$ cat config.mk
export PLATFORM = sky130hd
export DESIGN_NAME = qte_queue
export DESIGN_NICKNAME = d
export VERILOG_FILES = /design/src/hw/rtl/qte_pkg.sv /design/src/hw/rtl/qte_queue.sv
export SDC_FILE = /design/constraint.sdc
export NUM_CORES = 2
export LEC_CHECK = 0
export ABC_AREA = 0
export ABC_CLOCK_PERIOD_IN_PS = 51600
export BUFFER_PORTS_ARGS = -buffer_cell sky130_fd_sc_hd__buf_4
export CAP_MARGIN = 20
export CORE_ASPECT_RATIO = 0.9
export CORE_MARGIN = 5
export CORE_UTILIZATION = 45
export CTS_BUF_LIST = sky130_fd_sc_hd__clkbuf_4
export CTS_CLUSTER_DIAMETER = 30
export DETAILED_ROUTE_END_ITERATION = 12
export GPL_TIMING_DRIVEN = 0
export MAX_ROUTING_LAYER = met4
export SLEW_MARGIN = 0
export SYNTH_ARGS = -nofsm -noshare
export SYNTH_HDL_FRONTEND = slang
export SYNTH_SLANG_ARGS = --single-unit
$ cat constraint.sdc
create_clock -name clk -period 51.6 [get_ports clk]
set_input_delay 12.9 -clock clk [delete_from_list [all_inputs] [get_ports clk]]
set_output_delay 12.9 -clock clk [all_outputs]
set_load 0.02 [all_outputs]
$ cat src/hw/rtl/qte_pkg.sv
`timescale 1ns / 1ps
package qte_pkg;

  localparam int CompW       = 16;
  localparam int WorkFrac    = 30;
  localparam int SumW        = 37;
  localparam int CordW       = 40;
  localparam int AngW        = 32;
  localparam int OutAngW     = 16;
  localparam int MagW        = 30;
  localparam int MagSqW      = 2 * MagW;
  localparam int RootW       = 31;
  localparam int RadW        = 2 * RootW;
  localparam int RemW        = 33;
  localparam int AtanEntries = 24;
  localparam int QueueDepth  = 8;
  localparam int QueuePtrW   = $clog2(QueueDepth);
  localparam int FrontStages = 3;

  localparam logic signed [SumW-1:0] WorkOne = SumW'(1) << WorkFrac;
  localparam logic [AngW-1:0] AngPi = AngW'(1) << (AngW - 1);
  localparam logic [RadW-1:0] RadOne = RadW'(1) << (2 * WorkFrac);
  localparam logic [OutAngW-1:0] PitchUp = OutAngW'(16384);
  localparam logic [OutAngW-1:0] PitchDown = OutAngW'(49152);

  // atan(2^-i), 2^31 = pi
  localparam logic [AngW-1:0] AtanTab [AtanEntries] = '{
    32'd536870912, 32'd316933406, 32'd167458907, 32'd85004756, 32'd42667331,
    32'd21354465, 32'd10679838, 32'd5340245, 32'd2670163, 32'd1335087,
    32'd667544, 32'd333771, 32'd166886, 32'd83443, 32'd41721, 32'd20861,
    32'd10430, 32'd5215, 32'd2608, 32'd1304, 32'd652, 32'd326, 32'd163, 32'd81
  };

  typedef enum logic [1:0] {
    PitchCordic,
    PitchPlus,
    PitchMinus
  } pitch_sel_t;

  typedef struct packed {
    logic signed [CompW-1:0] q_scalar;
    logic signed [CompW-1:0] q_i;
    logic signed [CompW-1:0] q_j;
    logic signed [CompW-1:0] q_k;
  } quat_t;

  typedef struct packed {
    logic signed [OutAngW-1:0] roll_angle;
    logic signed [OutAngW-1:0] pitch_angle;
    logic signed [OutAngW-1:0] yaw_angle;
    logic                      pitch_clamped;
  } euler_t;

  typedef struct packed {
    logic signed [CordW-1:0] x;
    logic signed [CordW-1:0] y;
    logic [AngW-1:0]         z;
    logic                    zero;
  } vec_t;

  typedef struct packed {
    vec_t                    roll;
    vec_t                    yaw;
    logic signed [CordW-1:0] a;
    logic [MagSqW-1:0]       magsq;
    pitch_sel_t              sel;
    logic                    clamped;
  } work_t;

  typedef struct packed {
    logic empty;
    logic near_full;
  } queue_stat_t;

  function automatic logic [OutAngW-1:0] to_angle16(input logic [AngW-1:0] z);
    return z[AngW-1 -: OutAngW] + OutAngW'(z[AngW-OutAngW-1]);
  endfunction

endpackage

$ cat src/hw/rtl/qte_queue.sv
`timescale 1ns / 1ps
module qte_queue import qte_pkg::*; (
  input  logic        clk,
  input  logic        rst,
  input  logic        push,
  input  work_t       wdata,
  input  logic        pop,
  output work_t       rdata,
  output queue_stat_t stat
);

  work_t mem [QueueDepth];
  logic [QueuePtrW-1:0] wr_ptr, rd_ptr;
  logic [QueuePtrW:0] count;

  always_ff @(posedge clk) begin
    if (push) begin
      mem[wr_ptr] <= wdata;
    end
  end

  always_ff @(posedge clk) begin
    if (rst) begin
      wr_ptr <= '0;
      rd_ptr <= '0;
      count  <= '0;
    end else begin
      if (push) begin
        wr_ptr <= wr_ptr + 1'b1;
      end
      if (pop) begin
        rd_ptr <= rd_ptr + 1'b1;
      end
      count <= count + (QueuePtrW+1)'(push) - (QueuePtrW+1)'(pop);
    end
  end

  assign rdata          = mem[rd_ptr];
  assign stat.empty     = (count == '0);
  // leave room for requests still in the front stages
  assign stat.near_full = (count >= (QueuePtrW+1)'(QueueDepth - FrontStages));

endmodule

==> reports/metrics.yaml <==
status: "finished clean"
r2r_end: "mem[6][150]$_DFFE_PP_"
drv_cap: 0
min_period_ns: 17.18
dpl.hpwl_um: 152000
ff2ff_path_depth: 7
grt_overflow: 0
nets: 5758
drt_first_pass_iters: 7
place.gp.congestion: 0.722
fillers: 16800
reg2reg_from: "wr_ptr[0]$_SDFFE_PP0P_"
detail-route-antenna-nets: 0
clkSinkCount: 2645
grt_max_degree: 26
cp.arrival_ns: 4.28
synthCells: 3873
cts_resized: 0
core-area_mm2: 0.219
synth_area_mm2: 0.0992
setup_violations: 0
worstMarginPinSlew_ns: 1.06
ys_seq_area_frac: 0.800
ys_types: 25
max_slew_margin: 0.294
hold_path_depth: 2
cp.required_ns: 38.70
synth_ff_type: "edfxtp_1"
cp-end-kind: "primary output"
worstSetupPathType: "reg -> out"
start_kind: "flip-flop"
ys_ff_latch: 2645
most-common-layout-cells: "edfxtp_1 (2632), clkbuf_4 (971), buf_4 (727), mux4_2 (658), mux2_2 (329)"
clkLatencyLatePin_ns: 1.41
h-tree-depth: 6
num_rows: 163
drt_wl_total_um: 236000
cp_max_fo: 10
rsz0062_at_grt: "false"
numCtsBuffers: 689
antenna_found_initial: 53
yosys_warnings: 0
drive_gt1_frac: 0.507
clock_path_buffers: 4
stdcell_area_mm2: 0.120
skew_ns: 0.124
r2r_slack_ns: 48.73
dr_total_vias: 47300
dieWidth_um: 505
numPortBuffers: 663
via_per_inst: 5.36
dp_cells: 7612
cts_tree: "yes"
grt_pass1_wl_um: 342000
wl_per_cell_um: 26.8
cts-root-buf: "clkbuf_4"
final_core_util: 0.546
fmax_ghz: 0.0582
total_power_mw: 4.68
postCtsSetupBuffers: 0
hold_violations: 0
power.density_mw_per_mm2: 39.1
avgSynthCellArea_um2: 25.6
drc: 0
dieArea_mm2: 0.230
path_clk_slew_ns: 0.05
hp-start: "rd_ptr[2]$_SDFFE_PP0P_"
fin_cells: 8813
synthToLayoutAreaGrowth_pct: 20.6
start_util: 0.452
drv_slew: 0
hold_buffers: 0
ioPinCount: 664
syn-num-nets: 4215
synth_edf_count: 2632
synthArstFlopShare: 0
die_h_um: 455
final_common_cell: "edfxtp_1"
vdd_ir_drop_max_uv: 25.4
grt_pass1_vias: 50500
track_usage: 0.211
leakagePower_nw: 39.1
post-route-period-util: 0.333
placed_area_mm2: 0.111
drtIter0Drc: 3342
hold_class: "reg -> reg"
metrics by stage:
stage / hold slack [ns] / setup slack [ns] / setup TNS [ns]
finish: 0.522 / 34.42 / 0
global route: 0.568 / 34.13 / 0
CTS: 0.531 / 34.10 / 0
detailed placement: 0.520 / 35.63 / 0
global placement: 0.511 / -10.72 / -6932.34
floorplan: 0.485 / 15.07 / 0
layer usage:
metal / share of wire / global-route usage / vias up
met1: 0.40 / 0.263 / 24900
met2: 0.49 / 0.327 / 1626
met5: 0 / - / -
met3: 0.075 / 0.0657 / 414
met4: 0.032 / 0.0796 / 0
li1: - / - / 20400
Yosys cell counts (3+ instances only):
library cell,count,share of area
buf_4,60,0.0045
buf_6,8,0.00091
xor2_1,3,0.00026
mux4_2,658,0.15
ha_1,8,0.0010
nand2_1,5,0.00019
nor2_1,16,0.00061
inv_1,7,0.00026
edfxtp_1,2632,0.80
nand2b_1,4,0.00025
mux2_2,329,0.037
dfxtp_1,13,0.0026
buf_1,43,0.0016
clkbuf_1,57,0.0022
buf_2,16,0.00081
power by group:
| part | internal, mW | switching [mW] | total [mW] | leakage [nW] |
|---|---|---|---|---|
| clock network | 0.958 | 0.821 | 1.78 | 5.09 |
| registers | 2.42 | 0.0108 | 2.43 | 24.0 |
| logic | 0.215 | 0.258 | 0.473 | 9.97 |
worst max-delay path by stage:
stage              start                   end  slack, ns
3_3_place_gp        push  mem[0][62]$_DFFE_PP_     -10.72
5_1_grt        flip-flop            rdata[147]      34.13
2_1_floorplan       push   mem[0][0]$_DFFE_PP_      15.07
4_1_cts        flip-flop            rdata[147]      34.10
6_report       flip-flop            rdata[147]      34.42
3_5_place_dp   flip-flop            rdata[147]      35.63
critical path: stages (launching register included):
cell and delay, ns:
dfxtp_1 0.29, buf_2 0.42, buf_2 0.54, buf_1 0.78, mux4_2 0.46, mux2_2 0.28
buf_4 0.16
flip-flops by register name, indices dropped and copies added, names as in the netlist, named ones only:
signal	count
wr_ptr	3
rd_ptr	3
count	4
mem	2632
layout make-up:
type	count	area [um^2]	area share
antenna	55	138	0.00115
tap	2887	3610	0.0302
clock inverter	175	1250	0.0105
multi-input combinational	1037	18900	0.158
clock buffer	971	7290	0.0609
buffer	184	997	0.00833
timing repair buffer	852	8120	0.0679
sequential	2645	79300	0.663
inverter	7	26.3	0.000220
logic make-up after synthesis:
logic type,share of synthesized area
flops,0.800
mux,0.187
buf+inv,0.0103
simple gates,0.00132
fa+ha+maj,0.00121
xor+xnor,0.000442
compound gates,0.000240
Power figures use the tool's default switching activity.
